==> src/rtl/rud_mul.sv <==
module rud_mul (
    input  logic               clk,
    input  logic               en,
    input  logic signed [31:0] a,
    input  logic signed [31:0] b,
    output logic signed [63:0] p
);
    logic signed [63:0] p_reg;

    always_ff @(posedge clk)
    begin
        if (en)
        begin
            p_reg <= a * b;
        end
    end

    assign p = p_reg;
endmodule

==> config.mk <==
export PLATFORM = sky130hd
export DESIGN_NAME = rud_mul
export DESIGN_NICKNAME = d
export VERILOG_FILES = /design/src/rtl/rud_mul.sv
export SDC_FILE = /design/constraint.sdc
export NUM_CORES = 2
export LEC_CHECK = 0
export BUFFER_PORTS_ARGS = -buffer_cell sky130_fd_sc_hd__buf_2
export CELL_PAD_IN_SITES_DETAIL_PLACEMENT = 0
export CELL_PAD_IN_SITES_GLOBAL_PLACEMENT = 1
export CORE_ASPECT_RATIO = 1.4
export CORE_MARGIN = 1
export CORE_UTILIZATION = 47
export DETAILED_ROUTE_END_ITERATION = 12
export PLACE_DENSITY_LB_ADDON = 0.3
export SLEW_MARGIN = 0
export SYNTH_ARGS = -nofsm -noshare
export SYNTH_HDL_FRONTEND = slang
export SYNTH_SLANG_ARGS = --single-unit
==> constraint.sdc <==
create_clock -name clk -period 9.8 [get_ports clk]
set_input_delay 1.96 -clock clk [delete_from_list [all_inputs] [get_ports clk]]
set_output_delay 1.96 -clock clk [all_outputs]
set_load 0.02 [all_outputs]
==> impl_metrics.ini <==
[final_layout]
nets = 5482
final_cell_area_um2 = 42100
drive_gt1_share_pct = 11.9
area_growth_syn_to_layout_pct = 11.2
largest_reg_flops = 64

[critical_path]
worst_setup_path_end_kind = flip-flop
required_ns = 9.91
arrival_ns = 9.60
crit_path_frequent_cell = fa_1
crit_slowest_cell = fa_1
critical-path-max-stage-delay_ns = 0.59
critPathMaxFanout = 13
start_kind = primary input
critPathKind = primary input to flip-flop

[floorplanning]
core_area_um2 = 79400
die_x_um = 242
start_util_pct = 47.7
fp.dieArea_um2 = 81800
io-pin-count = 130
num_rows = 122
dieHeight_um = 338

[grt]
first_global_vias = 30700
top_usage_layer = met2
antenna_found_initial = 6
grt_pass1_wl_mm = 177
grt_max_degree = 51
use_met3_pct = 2.62
grt_use_total_pct = 29.7
overflow = 0
met1_usage_pct = 28.2
met2_usage_pct = 57.1

[yosys]
synth_mux_area_share_pct = 0
syn_nets = 5216
synth-main-ff-cell = edfxtp_1
syn_inst = 3884
yosysTopAreaCell = fa_1
synthArstFlopShare_pct = 0
synth_area_um2 = 37900
synth_cell_type_count = 63
yosys-top-cells-area = fa_1 (57%), inv_1 (9.4%), and2_1 (8.5%)
yosysTopAreaCellShare_pct = 57.2
synth_seq_area_share_pct = 5.07
syn_avg_cell_area_um2 = 9.75
synth_top_family_by_area = adder cells
synth_compound_area_share_pct = 3.41
yosys.area_share.adder_pct = 63.3
ys_warn_count = 0
ys_ff_latch = 64
synth_xor_area_share_pct = 1.73
synth_simple_gate_area_share_pct = 15.1
synth_edf_count = 64

[timing]
max_slew_margin_pct = 44.5
fmax_mhz = 105
final.min_clock_period_ns = 9.49
tightest_slew_ns = 0.827
hold_viol_final = 0
fin_crit_sh_pct = 96.8
drv_slew = 0
setup_viol = 0
rsz0062_at_grt = no

[drt]
ant_nets = 0
dr.pass1.iters = 6
drc = 0
vias = 26900
dr.first_iter.drc_count = 1094
wl_per_cell_um = 22.0
viasPerCell = 5.17
drt_wl_total_mm = 114

[clock_tree]
htree_levels = 3
cts_tree = yes
clk_pin_slew_ns = 0.06
cts_root_buffer = clkbuf_16
cts_hold_buf = 0
cts_sinks = 64
cts_max_path_buffers = 2
cts_made_buffers = 9

[placement]
place_congestion = 0.915
portBuffers = 129
hpwlAfterDp_mm = 101
placed_area_um2 = 41800

[worst_hold_path]
holdPathStages = 1
min_path_type = primary input to flip-flop
min_from = en
hold_path_end = p[63]

[job]
max-cap-violations = 0

[status]
outcome = finished, final reports clean
## cell type report
| cell class | count | area [µm²] |
|---|---|---|
| Tap cell | 1054 | 1320 |
| Antenna cell | 2 | 5.00 |
| Clock buffer | 9 | 225 |
| Sequential cell | 64 | 1920 |
| Clock inverter | 7 | 96.3 |
| Timing Repair Buffer | 455 | 3350 |
| Inverter | 952 | 3570 |
| Fill cell | 7458 | 37200 |
| Multi-Input combinational cell | 2668 | 31600 |
## Yosys cell counts (3+ instances only)
library cell,n
o21a_1,4
and4_1,3
a211oi_2,3
clkbuf_1,195
fa_1,1082
a211oi_1,4
a21oi_1,68
xor2_1,22
nand3_1,15
o31ai_1,6
o21ai_0,28
and3_1,7
nand2_1,511
inv_1,952
xnor2_1,53
a21o_1,23
a31oi_1,12
nor2_1,42
or3_1,4
nand2b_1,9
nand4_1,7
o21bai_1,15
edfxtp_1,64
a21boi_0,3
ha_1,184
buf_2,3
and2_1,516
nor3_1,6
o211ai_1,3
nor2b_1,3
## cells in the final DEF (no fill, tap or decap), drive strengths merged, types with 3 or more instances in the layout
| master | count |
|---|---|
| a21o | 25 |
| nor2b | 3 |
| or3 | 5 |
| a31oi | 13 |
| xnor2 | 53 |
| clkbuf | 17 |
| inv | 952 |
| and3 | 9 |
| a211oi | 8 |
| a21oi | 68 |
| and2 | 516 |
| o21bai | 15 |
| nor3 | 7 |
| nand3 | 15 |
| o21a | 4 |
| clkinv | 3 |
| nand2 | 511 |
| ha | 184 |
| o211ai | 3 |
| o21ai | 31 |
| xor2 | 22 |
| and4 | 4 |
| o31ai | 7 |
| nor2 | 42 |
| fa | 1082 |
| nand4 | 7 |
| a21boi | 3 |
| nand2b | 9 |
| edfxtp | 64 |
| buf | 447 |
## kinds of logic after synthesis
| group | after synthesis |
|---|---|
| adder cells (fa/ha/maj) | 1266 |
| buffers and inverters | 1152 |
| AND/OR/NAND/NOR | 1134 |
| AO/OA/AOI/OAI | 193 |
| XOR/XNOR | 75 |
| flip-flops | 64 |
## through the flow
stage | std cells | utilization, % | hold slack [ns] | setup slack (ns) | TNS, ns
2_1_floorplan | 3884 | - | 2.07 | 0.443 | 0
3_3_place_gp | 5192 | 52.6 | 2.40 | -0.302 | -0.858
3_5_place_dp | 5192 | 52.6 | 2.40 | -0.346 | -1.10
4_1_cts | 5208 | 53.0 | 2.03 | 0.0329 | 0
5_1_grt | 5210 | 53.1 | 2.04 | 0.0160 | 0
6_report | 5211 | 53.1 | 2.05 | 0.311 | 0
## worst max path at each step
stage / start / end / cells past startpoint
finish: b[10] / p[63] / 28
global placement: a[11] / p[60] / 28
CTS: a[12] / p[60] / 28
detailed placement: b[9] / p[60] / 30
global route: b[10] / p[60] / 30
floorplan: b[2] / p[62] / 24
## critical path, delay by kind of cell
| family | cells | cell delay, ns |
|---|---|---|
| XOR/XNOR | 1 | 0.08 |
| AO/OA/AOI/OAI | 8 | 1.86 |
| AND/OR/NAND/NOR | 2 | 0.26 |
| adder cells (fa/ha/maj) | 9 | 4.22 |
| buffers and inverters | 8 | 1.14 |
## repair_timing
action,in CTS,in global routing
gates resized for setup,0,10
endpoints found under the setup margin,0,5
buffers inserted,0,1
## routing by layer
metal,part of all wire [%],up-vias
met4,11,4
met5,0.022,-
li1,-,11600
met1,30,14200
met3,2.7,366
met2,56,709
Power is left out: the tool's default activity adds up to more than one toggle a clock period on the data nets, which glitch-free logic cannot reach.
