### config.mk
export PLATFORM = sky130hd
export DESIGN_NAME = rud_div
export DESIGN_NICKNAME = d
export VERILOG_FILES = /design/src/rtl/rud_pkg.sv /design/src/rtl/rud_div.sv
export SDC_FILE = /design/constraint.sdc
export NUM_CORES = 1
export LEC_CHECK = 0
export BUFFER_PORTS_ARGS = -buffer_cell sky130_fd_sc_hd__clkbuf_2
export CORE_ASPECT_RATIO = 0.8
export CORE_UTILIZATION = 45
export DETAILED_ROUTE_END_ITERATION = 12
export SLEW_MARGIN = 20
export SYNTH_ARGS = -nofsm -noshare
export SYNTH_HDL_FRONTEND = slang
export SYNTH_SLANG_ARGS = --single-unit
### constraint.sdc
create_clock -name clk -period 6.3 [get_ports clk]
set_clock_uncertainty 0.15 [all_clocks]
set_input_delay 0 -clock clk [delete_from_list [all_inputs] [get_ports clk]]
set_output_delay 0 -clock clk [all_outputs]
set_load 0.005 [all_outputs]
### src/rtl/rud_pkg.sv
package rud_pkg;

    localparam int COORD_W    = 24;
    localparam int Q_W        = 32;
    localparam int THR_W      = 29;
    localparam int ITER_W     = 7;
    localparam int OUTCOME_W  = 2;
    localparam int STEP_W     = 5;
    localparam int IN_TDATA_W = 48;
    localparam int OUT_TDATA_W = 80;
    localparam int CFG_IDX_W  = 3;
    localparam int CFG_DATA_W = 32;

    localparam logic [CFG_IDX_W-1:0] CFG_FOCAL_X   = 3'd0;
    localparam logic [CFG_IDX_W-1:0] CFG_FOCAL_Y   = 3'd1;
    localparam logic [CFG_IDX_W-1:0] CFG_CENTER_X  = 3'd2;
    localparam logic [CFG_IDX_W-1:0] CFG_CENTER_Y  = 3'd3;
    localparam logic [CFG_IDX_W-1:0] CFG_RADIAL_K1 = 3'd4;
    localparam logic [CFG_IDX_W-1:0] CFG_RADIAL_K2 = 3'd5;
    localparam logic [CFG_IDX_W-1:0] CFG_STOP_THR  = 3'd6;

    localparam logic [OUTCOME_W-1:0] OUT_CONVERGED = 2'd0;
    localparam logic [OUTCOME_W-1:0] OUT_LIMIT     = 2'd1;
    localparam logic [OUTCOME_W-1:0] OUT_SINGULAR  = 2'd2;

    // sequencer positions that leave the multiply sequence
    localparam logic [STEP_W-1:0] STEP_DET   = 5'd20;
    localparam logic [STEP_W-1:0] STEP_SOLVE = 5'd24;

    localparam logic signed [39:0] Q_ONE   = 40'sd268435456;
    localparam logic signed [39:0] S32_MAX = 40'sd2147483647;
    localparam logic signed [39:0] S32_MIN = -40'sd2147483648;

    typedef enum logic [3:0] {
        ST_IDLE,
        ST_INIT,
        ST_X0,
        ST_Y0,
        ST_CALC,
        ST_DX,
        ST_DY,
        ST_NORM,
        ST_SQ,
        ST_CHECK,
        ST_DONE
    } state_t;

    typedef struct packed {
        logic        start;
        logic        neg;
        logic [63:0] num;
        logic [63:0] den;
    } div_req_t;

    typedef struct packed {
        logic               done;
        logic signed [31:0] quot;
    } div_rsp_t;

    function automatic logic signed [39:0] sx40(input logic signed [31:0] a);
        return {{8{a[31]}}, a};
    endfunction

    function automatic logic signed [31:0] sat32(input logic signed [39:0] v);
        logic signed [31:0] r;
        if (v > S32_MAX)
            r = 32'sh7fffffff;
        else if (v < S32_MIN)
            r = 32'sh80000000;
        else
            r = v[31:0];
        return r;
    endfunction

    // Q4.28 product: round to nearest, ties up, then saturate
    function automatic logic signed [31:0] qround(input logic signed [63:0] p);
        logic signed [64:0] s;
        logic signed [36:0] sh;
        s  = {p[63], p} + 65'sd134217728;
        sh = s[64:28];
        return sat32({{3{sh[36]}}, sh});
    endfunction

    // sign of a - b in the top bit, magnitude below
    function automatic logic [64:0] sdiff(input logic signed [63:0] a,
                                          input logic signed [63:0] b);
        logic signed [64:0] d;
        logic [64:0]        m;
        d = {a[63], a} - {b[63], b};
        m = d[64] ? (~d + 65'd1) : d;
        return {d[64], m[63:0]};
    endfunction

endpackage

### src/rtl/rud_div.sv
module rud_div (
    input  logic               clk,
    input  logic               rst_n,
    input  rud_pkg::div_req_t  req,
    output rud_pkg::div_rsp_t  rsp
);
    import rud_pkg::*;

    logic [63:0] rem_reg;
    logic [63:0] den_reg;
    logic [30:0] low_reg;
    logic [30:0] quo_reg;
    logic [4:0]  cnt_reg;
    logic        busy_reg;
    logic        neg_reg;
    logic        done_reg;
    logic signed [31:0] res_reg;

    logic [64:0] rs;
    logic        ge;
    logic [64:0] rs_sub;
    logic [31:0] qfin;
    logic        ovf;

    assign rs     = {rem_reg, low_reg[30]};
    assign ge     = rs >= {1'b0, den_reg};
    assign rs_sub = rs - {1'b0, den_reg};
    assign qfin   = {1'b0, quo_reg[29:0], ge};
    assign ovf    = {3'b000, req.num} >= {req.den, 3'b000};

    always_ff @(posedge clk or negedge rst_n)
    begin
        if (!rst_n)
        begin
            busy_reg <= 1'b0;
            done_reg <= 1'b0;
            cnt_reg  <= '0;
        end
        else
        begin
            done_reg <= 1'b0;
            if (req.start)
            begin
                busy_reg <= !ovf;
                done_reg <= ovf;
                cnt_reg  <= 5'd31;
            end
            else if (busy_reg)
            begin
                cnt_reg <= cnt_reg - 5'd1;
                if (cnt_reg == 5'd1)
                begin
                    busy_reg <= 1'b0;
                    done_reg <= 1'b1;
                end
            end
        end
    end

    always_ff @(posedge clk)
    begin
        if (req.start)
        begin
            neg_reg <= req.neg;
            den_reg <= req.den;
            rem_reg <= {3'b000, req.num[63:3]};
            low_reg <= {req.num[2:0], 28'd0};
            if (ovf)
            begin
                res_reg <= req.neg ? 32'sh80000000 : 32'sh7fffffff;
            end
        end
        else if (busy_reg)
        begin
            rem_reg <= ge ? rs_sub[63:0] : rs[63:0];
            low_reg <= {low_reg[29:0], 1'b0};
            quo_reg <= {quo_reg[29:0], ge};
            if (cnt_reg == 5'd1)
            begin
                res_reg <= neg_reg ? -qfin : qfin;
            end
        end
    end

    assign rsp.done = done_reg;
    assign rsp.quot = res_reg;
endmodule

==> results_dict.tcl, run 1 <==
set metrics [dict create \
    synthSimpleGateAreaFrac 0.1316 \
    synthAdderAreaFrac 0.1122 \
    worstPathArrival_ps 5070 \
    p_seq_frac 0.283 \
    die_w_um 202.3 \
    muxShareOfSynthArea 0.02442 \
    synth_compound_area_frac 0.2006 \
    endpoint_kind "flip-flop" \
    cap_violations 0 \
    max_freq_mhz 202.7 \
    synth_cell_types 74 \
    port_buffers 164 \
    maxSlewViolCount 0 \
    period_needed_ps 4933 \
    insertion_delay_ps 540 \
    final_nets 2034 \
    drc 0 \
    slowest_stage "nor3_2" \
    yosys-top-cells-area "edfxtp_1 40%, ha_1 11%, a21oi_1 4.7%, inv_1 4.7%, xnor2_1 3.0%" \
    first_global_vias 11730 \
    post_synth_most_frequent_cells "191 x edfxtp_1, 181 x inv_1, 137 x a21oi_1" \
    drtIter0Drc 849 \
    start_kind "flip-flop" \
    finalPower_uw 7124 \
    pre_cts_slack_ps 1353 \
    via_count 12070 \
    worstSetupPathType "reg2reg" \
    synth_most_common_cell "edfxtp_1" \
    slew_headroom 0.3045 \
    power_frac_comb 0.527 \
    antenna_left 0 \
    root_buffer "clkbuf_16" \
    critical_path.max_fanout 8 \
    grt_max_degree 108 \
    cts_tree "built" \
    status "finished with violations" \
    hpwlAfterDp_um 27720 \
    seq_area_frac_synth 0.4133 \
    vias_per_cell 5.460 \
    drt-total-wl_um 37830 \
    violations "negative hold slack" \
    grt_use_total 0.2323 \
    powerDensity_nw_per_um2 404.1 \
    start_util 0.4587 \
    finalHoldViolCount 2 \
    numCtsBuffers 23 \
    synth_top_family_by_area "compound AO/OA/AOI/OAI gates" \
    htreeDepth 1 \
    wl_per_cell_um 17.11 \
    finish.instance_area_um2 17630 \
    power_frac_clock 0.190 \
    crit_family "simple AND/OR/NAND/NOR gates" \
    cp.required_ps 6440 \
    async_reset_ff_frac 0.03483 \
    synth-edff-count 191 \
    drt_first_pass_iters 5 \
    critical_path.cell_chain "ha_1 > a21oi_2 > o21ai_0 > a21oi_1 > a21oi_1 > nor3_2 > o31ai_4 > a21o_2 > inv_2 > ha_1 > nand2_1 > or2_2 > or4_1 > or3_1 > o21ai_0 > xnor2_1 > o21a_1" \
    post_route_cells_drive_above_1_share 0.1397 \
    pin_count 165 \
    cp_num_buf_inv 1 \
    place_congestion 0.8946 \
    synth_seq_cells 201 \
    p_int_uw 4125 \
    p_sw_frac 0.4209 \
    die_area_um2 32830 \
    die_h_um 162.3 \
    cts_resized 0 \
    ir_worst_vdd_v 0.0003558 \
    tightest_slew_ps 1032 \
    slowest_delay_ps 640 \
    worst_hold_path_type "in2reg" \
    coreArea_um2 31500 \
    p_leak_uw 0.007646 \
    clk_pin_slew_ps 60 \
    antenna_found_initial 4 \
    rows 58 \
    synth_ff_type "edfxtp_1" \
    syn_area_um2 14450 \
    netlist.area_leader.share 0.3970 \
    rsz0062_at_grt "false" \
    syn-num-nets 1772 \
    worst_slack_ps 1367 \
    cts.sinks 201 \
    grt_overflow_total 0 \
    syn2layout_area_growth_pct 22.03 \
    avgSynthCellArea_um2 9.561 \
    setup_tns_ps 0 \
    synth_top_cell_by_area "edfxtp_1" \
    synth_xor_area_frac 0.04911 \
    period_share 0.7830 \
    finalSetupViolCount 0 \
    p_switching_uw 2999 \
    synthCells 1511 \
    whs_ps -3.095 \
    dpl_cell_area_um2 15570 \
    cts_max_path_buffers 3 \
    yosys_warnings 0 \
    grt_pass1_wl_um 61380 \
]
layout by cell type (no fill, tap or decap), drive strengths merged, types with 9 or more instances in the layout:
cell         netlist  routed
nor2              92      92
o31ai              9       9
a21o              45      45
xnor2             49      49
o21a              41      41
inv              182     182
nor3              34      34
a21oi            138     138
and3              11      11
mux2              26      26
xor2              32      32
nor2b             20      20
or3               14      14
o21ai             84      84
nand2             91      91
nand2b            15      15
and2               9       9
dlygate4sd3        0     131
edfxtp           191     191
a211oi            36      36
clkbuf            46     196
ha               128     128
nand3             19      19
nand4             33      33
o21bai            18      18
cell type report:
type                       count  area, um2
clock buffer                  32      609.3
sequential                   201       5971
clock inverter                 9      133.9
antenna                        2      5.005
inverter                     182      684.4
multi-input combinational   1062       7498
tap                          420      525.5
fill                        2903      13870
timing repair buffer         303       2201
final timing paths:
check / from / to / slack (ps) / cells past startpoint
worst max-delay path: rem_reg[19] / res_reg[22] / 1370 / 17
worst min-delay path: req[129] / den_reg[53] / -3 / 1
worst max register to register: rem_reg[19] / res_reg[22] / 1370 / 17
worst min register to register: quo_reg[7] / quo_reg[8] / 340 / 0
max in group asynchronous: rst_n / cnt_reg[1] / 5440 / 3
min in group asynchronous: rst_n / done_reg / 290 / 3
cell families after synthesis:
logic type               Yosys count
AO/OA/AOI/OAI                    445
AND/OR/NAND/NOR                  375
buffers and inverters            248
flip-flops                       201
adder cells (fa/ha/maj)          129
XOR/XNOR                          81
multiplexers                      32
per-layer routing:
layer	vias up	share of wire	global-route usage
met4	2	0.018	0.04545
met2	287	0.43	0.3573
met1	5696	0.50	0.3454
met3	48	0.049	0.03591
li1	6038	-	-
met5	-	0.00034	0
stage by stage:
stage                     utilization  std cells  hold slack (ps)
after floorplan                     -       1511           -445.6
after global placement         0.4943       2037           -301.4
after detailed placement       0.4943       2037           -294.5
after CTS                      0.5596       2209            7.426
after global routing           0.5596       2210            38.46
final                          0.5597       2211           -3.095
repair_timing:
action,4_1_cts,5_1_grt
hold buffers,131,0
endpoints found under the hold margin,140,0
buffers inserted,0,0
power by group through the flow:
stage / Clock (uW) / Sequential, uW / Combinational [uW]
finish: 1360 / 2020 / 3750
global route: 1450 / 2050 / 4180
CTS: 1390 / 2010 / 3720
detailed placement: 0 / 2040 / 3620
global placement: 0 / 2020 / 3610
floorplan: 0 / 1990 / 2820
No activity file was read; power rests on OpenSTA's default activity.
==> run 2: changes to the inputs <==
clock period = 5.15 ns   (was 6.3 ns; I/O delays follow)
==> results_dict.tcl, run 2 (same netlist as run 1, synthesis figures left out) <==
set metrics [dict create \
    root_buffer "clkbuf_16" \
    endpoint_kind "flip-flop" \
    grt_overflow_total 0 \
    finalSetupViolCount 0 \
    die_h_um 162.3 \
    die_w_um 202.3 \
    port_buffers 164 \
    vias_per_cell 5.468 \
    routed.top_layer "met5" \
    final_nets 2037 \
    met3_length_um 1958 \
    via_count 12120 \
    drc 0 \
    die_area_um2 32830 \
    antenna_found_initial 4 \
    setup_tns_ps 0 \
    numCtsBuffers 23 \
    wl_met1_um 19050 \
    slew_headroom 0.3010 \
    tightest_slew_ps 1046 \
    period_share 0.9345 \
    cts_setup_buffers 0 \
    antenna_left 0 \
    drt_first_pass_iters 5 \
    grt_use_total 0.2362 \
    powerDensity_nw_per_um2 496.2 \
    holdBufCountCts 132 \
    rsz0062_at_grt "false" \
    critical_path.cell_chain "ha_1 > a21oi_1 > o21ai_1 > a21oi_1 > o21ai_0 > a21boi_0 > o31ai_4 > a21o_2 > inv_2 > ha_1 > nand2_1 > or2_2 > or4_1 > or3_1 > o21ai_0 > xnor2_1 > o21a_1" \
    ir_worst_vdd_v 0.0003321 \
    pin_count 165 \
    slowest_delay_ps 490 \
    layout_commonest_cell "edfxtp_1" \
    cts_resized 0 \
    finalHoldViolCount 0 \
    syn2layout_area_growth_pct 22.38 \
    worstPathArrival_ps 4940 \
    whs_ps 35.64 \
    start_kind "flip-flop" \
    cap_violations 0 \
    route.met2.wl_um 16710 \
    htreeDepth 1 \
    maxSlewViolCount 0 \
    slowest_stage "or4_1" \
    cp_num_buf_inv 1 \
    worstSetupPathType "reg2reg" \
    critical_path.max_fanout 7 \
    cp.required_ps 5280 \
    drtIter0Drc 813 \
    period_needed_ps 4813 \
    post_route_cells_drive_above_1_share 0.1417 \
    worst_hold_path_type "in2reg" \
    layout_common_cells "191 x edfxtp_1, 180 x inv_1, 163 x clkbuf_2" \
    place_congestion 0.9220 \
    rows 58 \
    p_leak_uw 0.007668 \
    hpwlAfterDp_um 27970 \
    status "complete, no violations" \
    grt_pass1_wl_um 62450 \
    drt-total-wl_um 38610 \
    clk_pin_slew_ps 60 \
    insertion_delay_ps 540 \
    cts_tree "built" \
    cts_max_path_buffers 3 \
    first_global_vias 11870 \
    start_util 0.4587 \
    cts.sinks 201 \
    wl_per_cell_um 17.42 \
    coreArea_um2 31500 \
    crit_family "compound AO/OA/AOI/OAI gates" \
    max_freq_mhz 207.8 \
    grt_max_degree 109 \
]
-- run 2: cell count changes in the layout (fill, tap and decap cells not counted), sizes merged --
cell | previous run | this run
buf | 8 | 10
clkbuf | 196 | 197
clkinv | 6 | 5
clkinvlp | 0 | 1
diode | 2 | 3
dlygate4sd3 | 131 | 132
-- run 2: routing by layer --
layer,GRT usage,up-vias
met5,0,-
li1,-,6031
met2,0.3601,328
met4,0.05810,2
met1,0.3488,5701
met3,0.03712,54
-- run 2: per-stage QoR --
| stage | setup WS (ps) | instances | total power, uW | cell area [um2] | utilization |
|---|---|---|---|---|---|
| 2_1_floorplan | 470.6 | 1511 | 5891 | 14450 | - |
| 3_3_place_gp | 442.4 | 2039 | 6885 | 15580 | 0.4948 |
| 3_5_place_dp | 364.9 | 2039 | 6932 | 15580 | 0.4948 |
| 4_1_cts | 356.9 | 2213 | 8769 | 17670 | 0.5611 |
| 5_1_grt | 125.5 | 2215 | 9442 | 17680 | 0.5613 |
| 6_report | 337.3 | 2216 | 8773 | 17680 | 0.5613 |
-- run 2: area by class of cell --
type                       count  area (um2)
fill                        2873       13820
multi-input combinational   1062        7498
sequential                   201        5971
timing repair buffer         306        2226
inverter                     182       684.4
clock buffer                  33       643.1
tap                          420       525.5
clock inverter                 9       123.9
antenna                        3       7.507
-- run 2: final timing paths --
kind	startpoint	end	slack (ps)	depth (start not counted)
max	rem_reg[35]	res_reg[24]	340	17
min	req[50]	den_reg[50]	40	2
max reg2reg	rem_reg[35]	res_reg[24]	340	17
min reg2reg	quo_reg[28]	quo_reg[29]	340	0
max in group asynchronous	rst_n	done_reg	4300	3
min in group asynchronous	rst_n	cnt_reg[2]	280	3
-- run 2: power breakdown --
group	internal, uW	switching [uW]	total (uW)
clock network	1020	687	1700
logic	1800	2800	4600
registers	2260	204	2470
total	5090	3690	8770
==> run 3: changes to the inputs <==
REMOVE_ABC_BUFFERS = 1   (was unset)
==> results_dict.tcl, run 3 (same netlist as run 1, synthesis figures left out) <==
set metrics [dict create \
    period_share 0.9009 \
    post_route_cells_drive_above_1_share 0.1411 \
    powerDensity_nw_per_um2 493.1 \
    hold_path_depth 2 \
    layout_common_cells "191 x edfxtp_1, 180 x inv_1, 163 x clkbuf_2" \
    die_area_um2 32830 \
    ir_worst_vdd_v 0.0003017 \
    critical_path.max_fanout 6 \
    port_buffers 164 \
    via_count 12130 \
    finalHoldViolCount 0 \
    start_kind "flip-flop" \
    cp.required_ps 5290 \
    rows 58 \
    fin_cells 2213 \
    critical_path.cell_chain "ha_1 > a21oi_1 > o21ai_0 > a21oi_1 > a2111oi_4 > nor3_2 > o31ai_4 > a21o_2 > inv_2 > ha_1 > nand2_1 > or2_2 > or4_1 > or3_1 > o21ai_0 > xnor2_1 > o21a_1" \
    die_h_um 162.3 \
    worst_hold_path_type "in2reg" \
    final_core_util 0.5612 \
    place_congestion 0.8876 \
    layout_commonest_cell "edfxtp_1" \
    slowest_delay_ps 490 \
    antenna_left 0 \
    min_to "den_reg[5]" \
    coreArea_um2 31500 \
    grt_pass1_wl_um 62110 \
    worstPathArrival_ps 4780 \
    status "complete, no violations" \
    finalSetupViolCount 0 \
    r2r-start "rem_reg[7]" \
    wl_per_cell_um 17.30 \
    worstSetupPathType "reg2reg" \
    grt_use_total 0.2354 \
    pin_count 165 \
    drt-total-wl_um 38290 \
    max_freq_mhz 215.5 \
    root_buffer "clkbuf_16" \
    endpoint_kind "flip-flop" \
    slowest_stage "or4_1" \
    start_util 0.4587 \
    numCtsBuffers 24 \
    first_global_vias 11950 \
    cts.sinks 201 \
    insertion_delay_ps 540 \
    syn2layout_area_growth_pct 22.35 \
    final_nets 2036 \
    period_needed_ps 4640 \
    dp.cells 2037 \
    clk_pin_slew_ps 60 \
    r2r_end "res_reg[22]" \
    tightest_slew_ps 1019 \
    slew_headroom 0.3190 \
    grt_overflow_total 0 \
    cts_tree "built" \
    grt_max_degree 90 \
    rsz0062_at_grt "false" \
    cap_violations 0 \
    r2r_cells 17 \
    whs_ps 42.95 \
    hpwlAfterDp_um 27670 \
    num_antenna_cells 0 \
    crit_family "compound AO/OA/AOI/OAI gates" \
    maxSlewViolCount 0 \
    htreeDepth 1 \
    drc 0 \
    drtIter0Drc 924 \
    vias_per_cell 5.479 \
    finalPower_uw 8716 \
    p_leak_uw 0.007667 \
    cp_num_buf_inv 1 \
    die_w_um 202.3 \
    holdCritStartpoint "req[5]" \
    antenna_found_initial 0 \
    r2r_setup_slack_ps 510 \
    cts_max_path_buffers 3 \
    drt_first_pass_iters 5 \
]
-- run 3: worst max-delay path by stage --
stage / endpoint / from / depth (start not counted)
final: res_reg[22] / rem_reg[7] / 17
after global routing: res_reg[22] / rem_reg[35] / 17
after CTS: res_reg[22] / rem_reg[7] / 17
after detailed placement: res_reg[22] / rem_reg[35] / 17
after global placement: res_reg[24] / rem_reg[7] / 17
after floorplan: res_reg[22] / rem_reg[0] / 17
-- run 3: power by group --
group,switching (uW),internal [uW]
clock network,686,1010
logic,2750,1800
registers,203,2260
-- run 3: repair_timing --
item	4_1_cts	5_1_grt
buffers inserted	0	0
resized for setup	0	0
endpoints found under the hold margin	152	0
hold buffers	132	0
-- run 3: through the flow --
stage	setup slack (ps)	TNS [ps]	instance area (um2)
after floorplan	-479.1	-4414	14140
after global placement	666.6	0	15570
after detailed placement	546.6	0	15570
after CTS	545.6	0	17680
after global routing	216.1	0	17680
final	510.3	0	17680
-- run 3: area by class of cell --
| cell class | count | area [um2] |
|---|---|---|
| Clock inverter | 16 | 168.9 |
| Timing Repair Buffer | 304 | 2211 |
| Sequential cell | 201 | 5971 |
| Fill cell | 2842 | 13820 |
| Clock buffer | 28 | 615.6 |
| Multi-Input combinational cell | 1062 | 7498 |
| Inverter | 182 | 685.7 |
| Tap cell | 420 | 525.5 |
-- run 3: metal layers --
| metal | global-route usage | share of wire | up-vias |
|---|---|---|---|
| li1 | - | - | 6035 |
| met1 | 0.3623 | 0.51 | 5749 |
| met2 | 0.3545 | 0.42 | 302 |
| met3 | 0.02528 | 0.047 | 40 |
| met4 | 0.04853 | 0.018 | 0 |
| met5 | 0 | 0 | - |
